## config.mk

```make
export PLATFORM = sky130hd
export DESIGN_NAME = col_cell
export DESIGN_NICKNAME = d
export VERILOG_FILES = /design/src/col_pkg.sv /design/src/col_cell.sv
export SDC_FILE = /design/constraint.sdc
export NUM_CORES = 1
export LEC_CHECK = 0
export BUFFER_PORTS_ARGS = -buffer_cell sky130_fd_sc_hd__buf_2
export CAP_MARGIN = 20
export CORE_AREA = 2 2 134 136
export DETAILED_ROUTE_END_ITERATION = 6
export DIE_AREA = 0 0 136 138
export PLACE_DENSITY_LB_ADDON = 0.15
export SYNTH_ARGS = -nofsm -noshare
export SYNTH_HDL_FRONTEND = slang
export SYNTH_SLANG_ARGS = --single-unit
```

## constraint.sdc

```tcl
create_clock -name clk -period 0.9 [get_ports clk]
set_input_delay 0.18 -clock clk [delete_from_list [all_inputs] [get_ports clk]]
set_output_delay 0.18 -clock clk [all_outputs]
set_load 0.02 [all_outputs]
```

## src/col_pkg.sv

```systemverilog
// Shared types and constants for the compacting ordered list.
// Depends on nothing; every other file of the block refers to it by scoped names.
`default_nettype none

package col_pkg;

    localparam int OPCODE_W      = 3;
    localparam int POS_W         = 6;
    localparam int VALUE_W       = 64;
    localparam int COUNT_OUT_W   = 7;
    localparam int DEFAULT_DEPTH = 64;

    typedef enum logic [OPCODE_W-1:0] {
        OP_APPEND = 3'd0,
        OP_SET    = 3'd1,
        OP_GET    = 3'd2,
        OP_DELETE = 3'd3,
        OP_COUNT  = 3'd4
    } col_op_t;

    // One-cycle strobes broadcast from the controller to every cell.
    typedef struct packed {
        logic app;
        logic set;
        logic get;
        logic del;
    } col_cmd_t;

endpackage

`default_nettype wire

```

## src/col_cell.sv

```systemverilog
// One storage cell of the list: holds a single entry and one stage of the read chain.
// Depends on col_pkg; instantiated in a row by compacting_ordered_list.
`default_nettype none

module col_cell #(
    parameter int CMPW  = 7,
    parameter int INDEX = 0
) (
    input  wire logic                        clk,
    input  wire logic                        rst_n,
    input  wire col_pkg::col_cmd_t           cmd,
    input  wire logic [CMPW-1:0]             pos,
    input  wire logic [CMPW-1:0]             count,
    input  wire logic [col_pkg::VALUE_W-1:0] value,
    input  wire logic [col_pkg::VALUE_W-1:0] upper_entry,
    input  wire logic [col_pkg::VALUE_W-1:0] upper_rd_data,
    input  wire logic                        upper_rd_valid,
    output logic [col_pkg::VALUE_W-1:0]      entry,
    output logic [col_pkg::VALUE_W-1:0]      rd_data,
    output logic                             rd_valid
);

    localparam logic [CMPW-1:0] IDX = CMPW'(INDEX);

    logic [col_pkg::VALUE_W-1:0] entry_reg, entry_next;
    logic [col_pkg::VALUE_W-1:0] rd_data_reg, rd_data_next;
    logic                        rd_valid_reg, rd_valid_next;
    logic                        hit_pos;

    assign hit_pos = (IDX == pos);

    always_comb
    begin
        entry_next = entry_reg;
        priority if (cmd.del && (IDX >= pos))
        begin
            // Everything at or above the deleted slot moves down by one.
            entry_next = upper_entry;
        end
        else if (cmd.set && hit_pos)
        begin
            entry_next = value;
        end
        else if (cmd.app && (IDX == count))
        begin
            entry_next = value;
        end
        else
        begin
            entry_next = entry_reg;
        end
    end

    // The read chain moves toward cell zero; the addressed cell injects its entry.
    always_comb
    begin
        rd_valid_next = upper_rd_valid || (cmd.get && hit_pos);
        rd_data_next  = (cmd.get && hit_pos) ? entry_reg : upper_rd_data;
    end

    always_ff @(posedge clk)
    begin
        entry_reg   <= entry_next;
        rd_data_reg <= rd_data_next;
    end

    always_ff @(posedge clk or negedge rst_n)
    begin
        if (!rst_n)
        begin
            rd_valid_reg <= 1'b0;
        end
        else
        begin
            rd_valid_reg <= rd_valid_next;
        end
    end

    assign entry    = entry_reg;
    assign rd_data  = rd_data_reg;
    assign rd_valid = rd_valid_reg;

endmodule

`default_nettype wire

```

Yosys cells after proc, flatten, opt, wreduce, memory -nomap -nowiden
Index checks and enable logic that the tools add are counted.
Widths: inputs -> output; s select.
- bits in registers: 129
- input port bits: 213
- output and inout bits: 129
- word-level logic and storage cells: 16
- order comparisons: 1
- muxes and demuxes: 4
- reduce and logical (&&, ||, !) cells: 8
- operators with widths (cell ; number):
    $mux 64 ; 4
    $logic_not 7->1 ; 2
    $ge 1x7->1 const A ; 1
    $logic_and 1x1->1 ; 4
    $reduce_bool 3->1 ; 1
    $logic_or 1x1->1 ; 1

Longest topological paths before layout
Gate-level depths: netlist of run 1.
- depth after elaboration: 5
- gate-level depth with buffers: 5
- gate-level depth less buffers: 3

Least setup slack after synthesis of run 1
No wires, ideal clock.
- kind: input -> register
- start point: input port pos[5]
- end point: register entry_reg, in the netlist entry[0] (enable)
- library setup time: 424 ps
- data arrival time: 2007 ps
- required time: 476 ps
- path slack: -1530 ps
- cell stages on the path: 3
- buffers on the path: 0
- cells stage by stage: nor3_1 -> o211ai_1 -> nand2_1
- word-level cells in the longest chain between the ends: 3
- elaborated cells between the ends (all ways): 5
- those cells by class: order compare (1); reduce/logical (4)
- RTL lines (what ; line ; RTL):
    from (decl) ; col_cell.sv:12 ; input wire logic [CMPW-1:0] pos,
    $ge 1x7->1 or $logic_not 7->1 (tied branches) ; col_cell.sv:35, col_cell.sv:30 ;
    $logic_and 1x1->1, on equally long branches ; col_cell.sv:35, col_cell.sv:40 ;
    $reduce_bool 3->1 (no source line) (*) ; n/a ;
    to (signal assigned) ; col_cell.sv:63 ; entry_reg <= entry_next;
    to (decl) ; col_cell.sv:25 ; logic [col_pkg::VALUE_W-1:0] entry_reg, entry_next;
Every way passes the cells marked *; elsewhere a longest branch is shown, timed or not.
A chain may end at the register's enable or synchronous reset.

Worst setup path after layout of run 1
- start point: input port pos[3]
- end point: register entry_reg, in the netlist entry[22] (data pin)
- word-level cells in the longest chain between the ends: 4
- elaborated cells between the ends (all ways): 6
- those cells by class: order compare (1); mux (2); reduce/logical (3)
- RTL lines (what ; line ; RTL):
    parallel branches: the longest is 3 deep, another holds $ge 1x7->1 ; n/a ;
    $mux 64 (*) ; col_cell.sv:35 ; priority if (cmd.del && (IDX >= pos))
    named net entry_next, one bit ; col_cell.sv:25 ;
Mark *: on every way through the listed nets, which the timed path passes.

==> results.tsv, run 1 <==
metric	value	unit
XOR/XNOR Fraction of Synth Area	0	
DRT antenna net count	0	
area share of the largest cell type after synthesis	0.3818	
Synth area leader	edfxtp_1	
Die Y-Extent	138	µm
DRT Pass-1 Iters	4	
# IOs	342	
Ys Warns	0	
Post-Syn Nets	493	
Max clock buf depth	2	
total CTS buffers	17	
buffers added on ports	341	
failing checks	negative setup slack	
std cell rows	49	
number of synthesized register bits	129	
routed wire length	16990	µm
CTS root buffer	clkbuf_16	
Post-Synth Adder-Cell Area	0	
post-synth cell types	16	
ranking of synthesized cells by area	edfxtp_1 (38%), dfxtp_1 (25%), mux2_2 (18%)	
WP data required	1060	ps
Post-Syn Area	0.005034	mm²
Leak	0.004539	µW
Initial Util	0.2871	
max-cap violations	0	
initial antenna violation count	1	
Synth Area in Simple Gates	0.01392	
FF-to-FF path depth	3	
Tmin final	1249	ps
setup violators final	322	
fillcell total	1392	
worst clock skew	7.551	ps
CP arrival	1400	ps
global-route wire length before repair	23670	µm
Horiz. Die Dim	136	µm
status	finished with violations	
GRT Overall Usage	0.1683	
Pins Over Slew Limit	0	
gpl congestion	0.8069	
area added between synthesis and finish	96.35	%
Clock Sinks	129	
CP max FO	26	
CP Launch Type	primary input	
Overflow after GRT	0	
largest net degree at the start of global routing	30	
Setup CP Type	in -> reg	
multiplexer share of the synthesized area	0.3229	
HP Class	in -> async	
H-tree lvl count	4	
setup ws final	-348.6	ps
RSZ-0062 raised after global routing	true	
worst-margin pin slew	444.0	ps
Detail Placement HPWL	11510	µm
Synth Instances	280	
share of layout cells above drive strength 1	0.8201	
via count	4287	
crit share post-route	1.387	
Worst slew margin	0.7027	
main combinational cell family by area after synthesis	multiplexers	
Core Area	0.01753	mm²
mean number of vias per cell	4.300	
vias in the first global route	4667	
Seq/Total Area, Yosys	0.6413	
max frequency	0.8009	GHz
Post-DP Area	0.007158	mm²
final hold viol count	0	
Hold WS	66.22	ps
post-route cell area	0.009883	mm²
Peak VDD IR	0.001183	V
DRC errors left	0	
die area	0.01877	mm²
Pwr Density	1566	mW/mm²
DP Worst Slack	-771.3	ps
Worst-path clk slew	60	ps
post-synthesis compound-gate area fraction	0.001491	
Worst-Skew Late Latency	410	ps
wire per inst	17.04	µm
Syn Area/Cell	17.98	µm²
CP Capture Type	flip-flop	
TritonCTS clock tree	done	
DRT iter0 DRCs	114	
NumNets Final	968	
synthesized netlist by cell type:
library cell	count
buf_6	6
nor4_4	1
dfxtp_1	64
nor3_1	1
o211ai_1	1
mux2_2	79
nand3_1	1
nor4b_1	1
edfxtp_1	64
nand2_1	2
nor4_1	1
dfrtp_1	1
buf_2	7
mux2_4	49
nand3_2	1
nand2b_1	1
final timing paths:
check                                         start                  end  slack (ps)
min in group clk                    upper_entry[39]  entry[39]$_DFFE_PP_          70
worst min-delay path                          rst_n   rd_valid$_DFF_PN0_          70
worst max register to register  entry[31]$_DFFE_PP_  rd_data[31]$_DFF_P_        -180
worst max-delay path                         pos[3]  entry[22]$_DFFE_PP_        -350
worst min register to register  entry[51]$_DFFE_PP_  rd_data[51]$_DFF_P_         530
max in group asynchronous                     rst_n   rd_valid$_DFF_PN0_         750
layout make-up:
type / instances / area [µm²] / area share
diodes: 1 / 2.502 / 0.0002532
flip-flops and latches: 129 / 3308 / 0.3347
clock buffers: 19 / 432.9 / 0.04380
well taps: 229 / 286.5 / 0.02899
multi-input cells: 138 / 1744 / 0.1765
repair buffers: 469 / 3924 / 0.3970
clock inverters: 12 / 185.2 / 0.01874
cell usage in the layout, fill, tap and decap left out:
cell and instances:
buf_12 13, buf_16 2, buf_2 211, buf_4 39
buf_6 134, buf_8 1, bufinv_16 4, clkbuf_1 2
clkbuf_16 20, clkinv_4 3, clkinvlp_4 4, dfrtp_1 1
dfxtp_2 64, diode_2 1, dlygate4sd3_1 66, edfxtp_1 64
inv_6 1, mux2_2 79, mux2_4 49, nand2_1 1
nand2_8 1, nand2b_1 1, nand3_4 2, nor3_2 1
nor4_1 1, nor4_4 1, nor4b_1 1, o211ai_1 1
stage by stage:
stage          power (µW)  utilization  TNS [ps]  instances
6_report            15480       0.5637    -80460        997
5_1_grt             16070       0.5637    -91350        997
4_1_cts             15660       0.5470    -78510        976
3_5_place_dp         7820       0.4082   -130440        851
3_3_place_gp         7795       0.4082   -127730        851
2_1_floorplan        7115            -    -93620        280
critical path, stage by stage:
cell and delay [ps]:
buf_6 90, nor4_4 260, buf_4 160, buf_12 100, nand3_4 100, buf_12 190, mux2_2 280
metal layers:
layer  share of wire  GRT usage  routed length [µm]
met1            0.36     0.1662                6075
met2            0.53     0.3105                9055
met4           0.022    0.06634                 373
met3           0.087    0.06601                1481
met5               0          0                   0
power by group:
| group | internal [µW] | switching [µW] |
|---|---|---|
| combinational | 1170 | 607 |
| clock | 4640 | 2580 |
| sequential | 6380 | 97.1 |
repair_timing:
item,in CTS,in global routing
pin swaps,0,1
resized for setup,314,30
cloned,2,4
hold endpoints to repair,66,0
endpoints found under the setup margin,321,322
buffers inserted,27,20
hold buffers,66,0
cell families after synthesis:
group	after synthesis
compound gates	1
buf+inv	13
flops	129
mux	128
simple gates	9
Power figures use the tool's default switching activity.
==> run 2, diff against run 1 <==
--- a/config.mk
+++ b/config.mk
@@ -10,2 +10,3 @@
 export CORE_AREA = 2 2 134 136
+export CTS_BUF_LIST = sky130_fd_sc_hd__clkbuf_16
 export DETAILED_ROUTE_END_ITERATION = 6
==> constraint.sdc (replaced) <==
create_clock -name clk -period 0.9 [get_ports clk]
set_input_delay 0.135 -clock clk [delete_from_list [all_inputs] [get_ports clk]]
set_output_delay 0.135 -clock clk [all_outputs]
set_load 0.02 [all_outputs]
==> run 2 against run 1 <==
Highest routed layer unchanged; clock skew up 1.7 ps; largest cell class unchanged; core utilization up 0.19 points; largest power group unchanged; hold slack worse by 41 ps; final cell count did not move; critical path type unchanged; the flow still finishes with violations (negative setup slack); sequential share of layout area down 0.11 points; setup slack improved by 41 ps; power rose by 2.0%; die area unchanged; first-iteration DRC count down 7.9%; global-route usage up 0.50 points; critical path depth unchanged; design area increased by 0.33%.
==> results.tsv, run 2 (synthesis gave the netlist of run 1 again) <==
metric	value	unit
CP delay by family, top	buffers and inverters	
FF-to-FF path depth	3	
Die Y-Extent	138	µm
worst clock skew	9.257	ps
global-route wire length before repair	24410	µm
vias in the first global route	4658	
Worst slew margin	0.7112	
WP data required	1050	ps
CP most frequent cell	buf_12	
gpl congestion	0.8066	
failing checks	negative setup slack	
NumNets Final	968	
Int Power	12460	µW
DRT iter0 DRCs	105	
final hold viol count	0	
Peak VDD IR	0.001183	V
setup violators final	321	
Pwr Density	1592	mW/mm²
Sequential Power Share	0.411	
Detail Placement HPWL	11550	µm
DRC errors left	0	
CP cell instances	buf_6 -> nor4_4 -> buf_4 -> buf_12 -> nand3_4 -> buf_12 -> mux2_2	
Horiz. Die Dim	136	µm
CP arrival	1360	ps
Levels on crit path	7	
buffers added on ports	341	
Worst-Skew Late Latency	410	ps
Overflow after GRT	0	
via count	4245	
max-cap violations	0	
Core Area	0.01753	mm²
fillcell total	1426	
area added between synthesis and finish	96.99	%
clock network fraction of total power	0.477	
crit share post-route	1.342	
wire per inst	17.06	µm
routed wire length	17000	µm
NetSw	3322	µW
setup ws final	-307.9	ps
total CTS buffers	17	
largest net degree at the start of global routing	30	
post-route cell area	0.009916	mm²
fin util	0.5655	
most common cell after layout, fill and taps aside	buf_2	
Pins Over Slew Limit	0	
CP Capture Type	flip-flop	
Setup CP Type	in -> reg	
worst stage delay on the critical path	290	ps
Leak	0.004559	µW
CP max FO	26	
share of layout cells above drive strength 1	0.8201	
GRT Overall Usage	0.1733	
worst-margin pin slew	431.4	ps
CTS root buffer	clkbuf_16	
mean number of vias per cell	4.258	
Post-DP Area	0.007158	mm²
CP Launch Type	primary input	
Worst-path clk slew	60	ps
DRT antenna net count	0	
initial antenna violation count	1	
DRT Pass-1 Iters	4	
H-tree lvl count	4	
Max clock buf depth	2	
Initial Util	0.2871	
RSZ-0062 raised after global routing	true	
logic gate share of total power	0.113	
max frequency	0.8279	GHz
CP Buf/Inv Count	4	
# IOs	342	
TritonCTS clock tree	done	
most frequent cells in the layout	buf_2 (211), buf_6 (132), mux2_2 (79), dlygate4sd3_1 (66)	
std cell rows	49	
status	finished with violations	
Clock Sinks	129	
die area	0.01877	mm²
slowest stage cell, crit path	mux2_2	
HP Class	in -> async	
Tmin final	1208	ps
sw frac	0.2105	
==> run 2: cell count changes in the layout (fill, tap and decap cells not counted), sizes merged <==
cell	delta
bufinv	+1
clkbuf	-2
clkinv	-1
clkinvlp	-1
inv	+3
==> run 2: repair_timing <==
item                                   4_1_cts  5_1_grt
setup endpoints to repair                  321      321
endpoints found under the hold margin       66        0
resized for setup                          318       23
cloned                                       4        3
setup buffers                               26       16
hold buffers                                66        0
pin swaps                                    0        1
==> run 2: power by group through the flow <==
stage	Clock, µW	Sequential, µW	Combinational [µW]
global route	7950	6490	1900
detailed placement	0	6530	1290
floorplan	0	6760	352
CTS	7730	6480	1760
global placement	0	6520	1270
finish	7520	6480	1780
==> run 2: path summary, 6_finish.rpt <==
kind	from	endpoint	slack (ps)
setup / recovery	pos[3]	entry[14]$_DFFE_PP_	-310
hold / removal	rst_n	rd_valid$_DFF_PN0_	30
setup reg to reg	entry[26]$_DFFE_PP_	rd_data[26]$_DFF_P_	-180
hold reg to reg	entry[42]$_DFFE_PP_	rd_data[42]$_DFF_P_	530
max in group asynchronous	rst_n	rd_valid$_DFF_PN0_	790
min in group clk	upper_entry[6]	entry[6]$_DFFE_PP_	30
==> run 2: area by class of cell <==
type	count	area [µm²]	area share
diodes	1	2.502	0.0002524
clock inverters	14	215.2	0.02170
repair buffers	469	3934	0.3967
well taps	229	286.5	0.02890
flip-flops and latches	129	3308	0.3336
clock buffers	17	425.4	0.04290
multi-input cells	138	1744	0.1759
==> run 2: layer usage <==
layer,track usage,vias up,share of wire
met2,0.3139,222,0.52
li1,-,2010,-
met4,0.06743,0,0.024
met1,0.1844,1987,0.37
met5,0,-,0
met3,0.05574,26,0.081
==> run 2: metrics by stage <==
| step | total power (µW) | setup TNS (ps) | hold WS, ps | worst slack [ps] | cells |
|---|---|---|---|---|---|
| 3_5_place_dp | 7819 | -121410 | -87.83 | -731.3 | 851 |
| 2_1_floorplan | 7115 | -84930 | -160.6 | -475.3 | 280 |
| 6_report | 15780 | -64580 | 25.39 | -307.9 | 997 |
| 4_1_cts | 15970 | -64240 | 1.673 | -293.9 | 978 |
| 3_3_place_gp | 7795 | -119290 | -90.72 | -704.6 | 851 |
| 5_1_grt | 16340 | -73100 | 10.12 | -329.7 | 996 |
==> run 3, diff against run 2 <==
REMOVE_ABC_BUFFERS = 1   (was default)
==> run 3 against run 2 <==
The flow still finishes with violations (negative setup slack); wire length shrank 7.4%; global-route usage shrank 1.1 points; sequential cell count is the same; final cell count shrank 2.1%; die area is the same; via count shrank 2.6%; sequential share of layout area grew 0.94 points; critical path depth shrank 6; clock skew shrank 3.9 ps; first-iteration DRC count shrank 9.5%; register-to-register slack gained 20 ps; critical endpoint is now entry[10]; largest cell class unchanged; largest power group unchanged; highest routed layer unchanged.
==> results.tsv, run 3 (synthesis gave the netlist of run 1 again) <==
metric	value	unit
worst stage delay on the critical path	460	ps
DRT antenna net count	0	
Overflow after GRT	0	
buffers added on ports	341	
CP Buf/Inv Count	1	
Pwr Density	1599	mW/mm²
final hold viol count	0	
Peak VDD IR	0.001187	V
HP Class	in -> reg	
Tmin final	1178	ps
largest net degree at the start of global routing	35	
mean number of vias per cell	4.238	
most frequent cells in the layout	buf_2 (210), buf_6 (135), mux2_2 (77), dlygate4sd3_1 (66)	
Pins Over Slew Limit	0	
Horiz. Die Dim	136	µm
area added between synthesis and finish	91.57	%
GRT Overall Usage	0.1624	
DRC errors left	0	
Detail Placement HPWL	10650	µm
status	finished with violations	
most common cell after layout, fill and taps aside	buf_2	
H-tree lvl count	4	
DP Worst Slack	-711.0	ps
worst-margin pin slew	279.1	ps
# IOs	342	
Leak	0.004432	µW
initial antenna violation count	1	
global-route wire length before repair	23030	µm
CP Capture Type	primary output	
CP Launch Type	flip-flop	
DRT Pass-1 Iters	4	
CP delay by family, top	flip-flops	
setup ws final	-278.5	ps
Die Y-Extent	138	µm
WP data required	760	ps
std cell rows	49	
max-cap violations	0	
RSZ-0062 raised after global routing	true	
die area	0.01877	mm²
vias in the first global route	4471	
routed wire length	15750	µm
Worst-Skew Late Latency	410	ps
NumNets Final	946	
crit share post-route	1.309	
total CTS buffers	17	
gpl congestion	0.7474	
fillcell total	1441	
fin util	0.5500	
wire per inst	16.14	µm
Clock Sinks	129	
Core Area	0.01753	mm²
Max clock buf depth	2	
Worst slew margin	0.8113	
max frequency	0.8485	GHz
share of layout cells above drive strength 1	0.8123	
CP max FO	2	
TritonCTS clock tree	done	
Initial Util	0.2871	
CP cell instances	buf_6	
Setup CP Type	reg -> out	
worst clock skew	5.396	ps
setup violators final	321	
via count	4136	
slowest stage cell, crit path	edfxtp_1	
setup TNS	-58260	ps
CP arrival	1040	ps
CTS root buffer	clkbuf_16	
Worst-path clk slew	60	ps
DRT iter0 DRCs	95	
failing checks	negative setup slack	
run 3: changes by cell type in the layout (fill, tap and decap cells not counted), sizes merged:
| cell | before | now |
|---|---|---|
| clkbuf | 20 | 18 |
| bufinv | 5 | 4 |
| clkinvlp | 3 | 1 |
| buf | 400 | 380 |
| clkinv | 2 | 8 |
| inv | 4 | 2 |
run 3: worst reg2reg max path, cell delays in order, from the launching register on:
cell	delay, ps
edfxtp_1	420
buf_4	160
buf_4	120
mux2_4	250
run 3: final cells by class:
type | count | area [µm²] | share of cell area
clock inverter | 15 | 192.7 | 0.01998
multi-input combinational | 138 | 1738 | 0.1802
tap | 229 | 286.5 | 0.02971
antenna | 1 | 2.502 | 0.0002595
sequential | 129 | 3308 | 0.3431
timing repair buffer | 447 | 3690 | 0.3826
clock buffer | 17 | 425.4 | 0.04412
run 3: power by group:
group / switching (µW) / total, µW / internal, µW / leakage (µW)
combinational: 600 / 1760 / 1160 / 0.00300
clock: 2560 / 7180 / 4620 / 0.000303
sequential: 94.2 / 6480 / 6380 / 0.00113
run 3: final timing paths:
check | from | to | slack, ps | depth (start not counted)
setup / recovery | entry[10]$_DFFE_PP_ | entry[10] | -280 | 1
hold / removal | upper_entry[7] | entry[7]$_DFFE_PP_ | 20 | 2
setup reg to reg | entry[42]$_DFFE_PP_ | rd_data[42]$_DFF_P_ | -160 | 3
hold reg to reg | entry[34]$_DFFE_PP_ | rd_data[34]$_DFF_P_ | 530 | 1
max in group asynchronous | rst_n | rd_valid$_DFF_PN0_ | 790 | 2
min in group asynchronous | rst_n | rd_valid$_DFF_PN0_ | 30 | 2
run 3: what timing repair did:
| action | in CTS | in global routing |
|---|---|---|
| gates resized for setup | 329 | 15 |
| pin swaps | 3 | 2 |
| endpoints found under the setup margin | 321 | 322 |
| hold endpoints to repair | 66 | 0 |
| cloned | 7 | 1 |
| buffers inserted | 19 | 10 |
| hold buffers | 66 | 0 |
run 3: stage by stage:
stage,hold WS [ps],total power [µW],cell area (µm²),cells
floorplan,-160.6,7116,4931,267
global placement,-89.94,7787,7094,846
detailed placement,-88.38,7813,7094,846
CTS,1.873,15620,9649,970
global route,5.920,16000,9643,976
finish,23.91,15420,9643,976
run 3: routing by layer:
metal	track usage	share of wire	up-vias
met5	0	0	-
met4	0.06689	0.024	0
met3	0.04877	0.072	27
met2	0.3121	0.56	192
met1	0.1577	0.34	1951
li1	-	-	1966
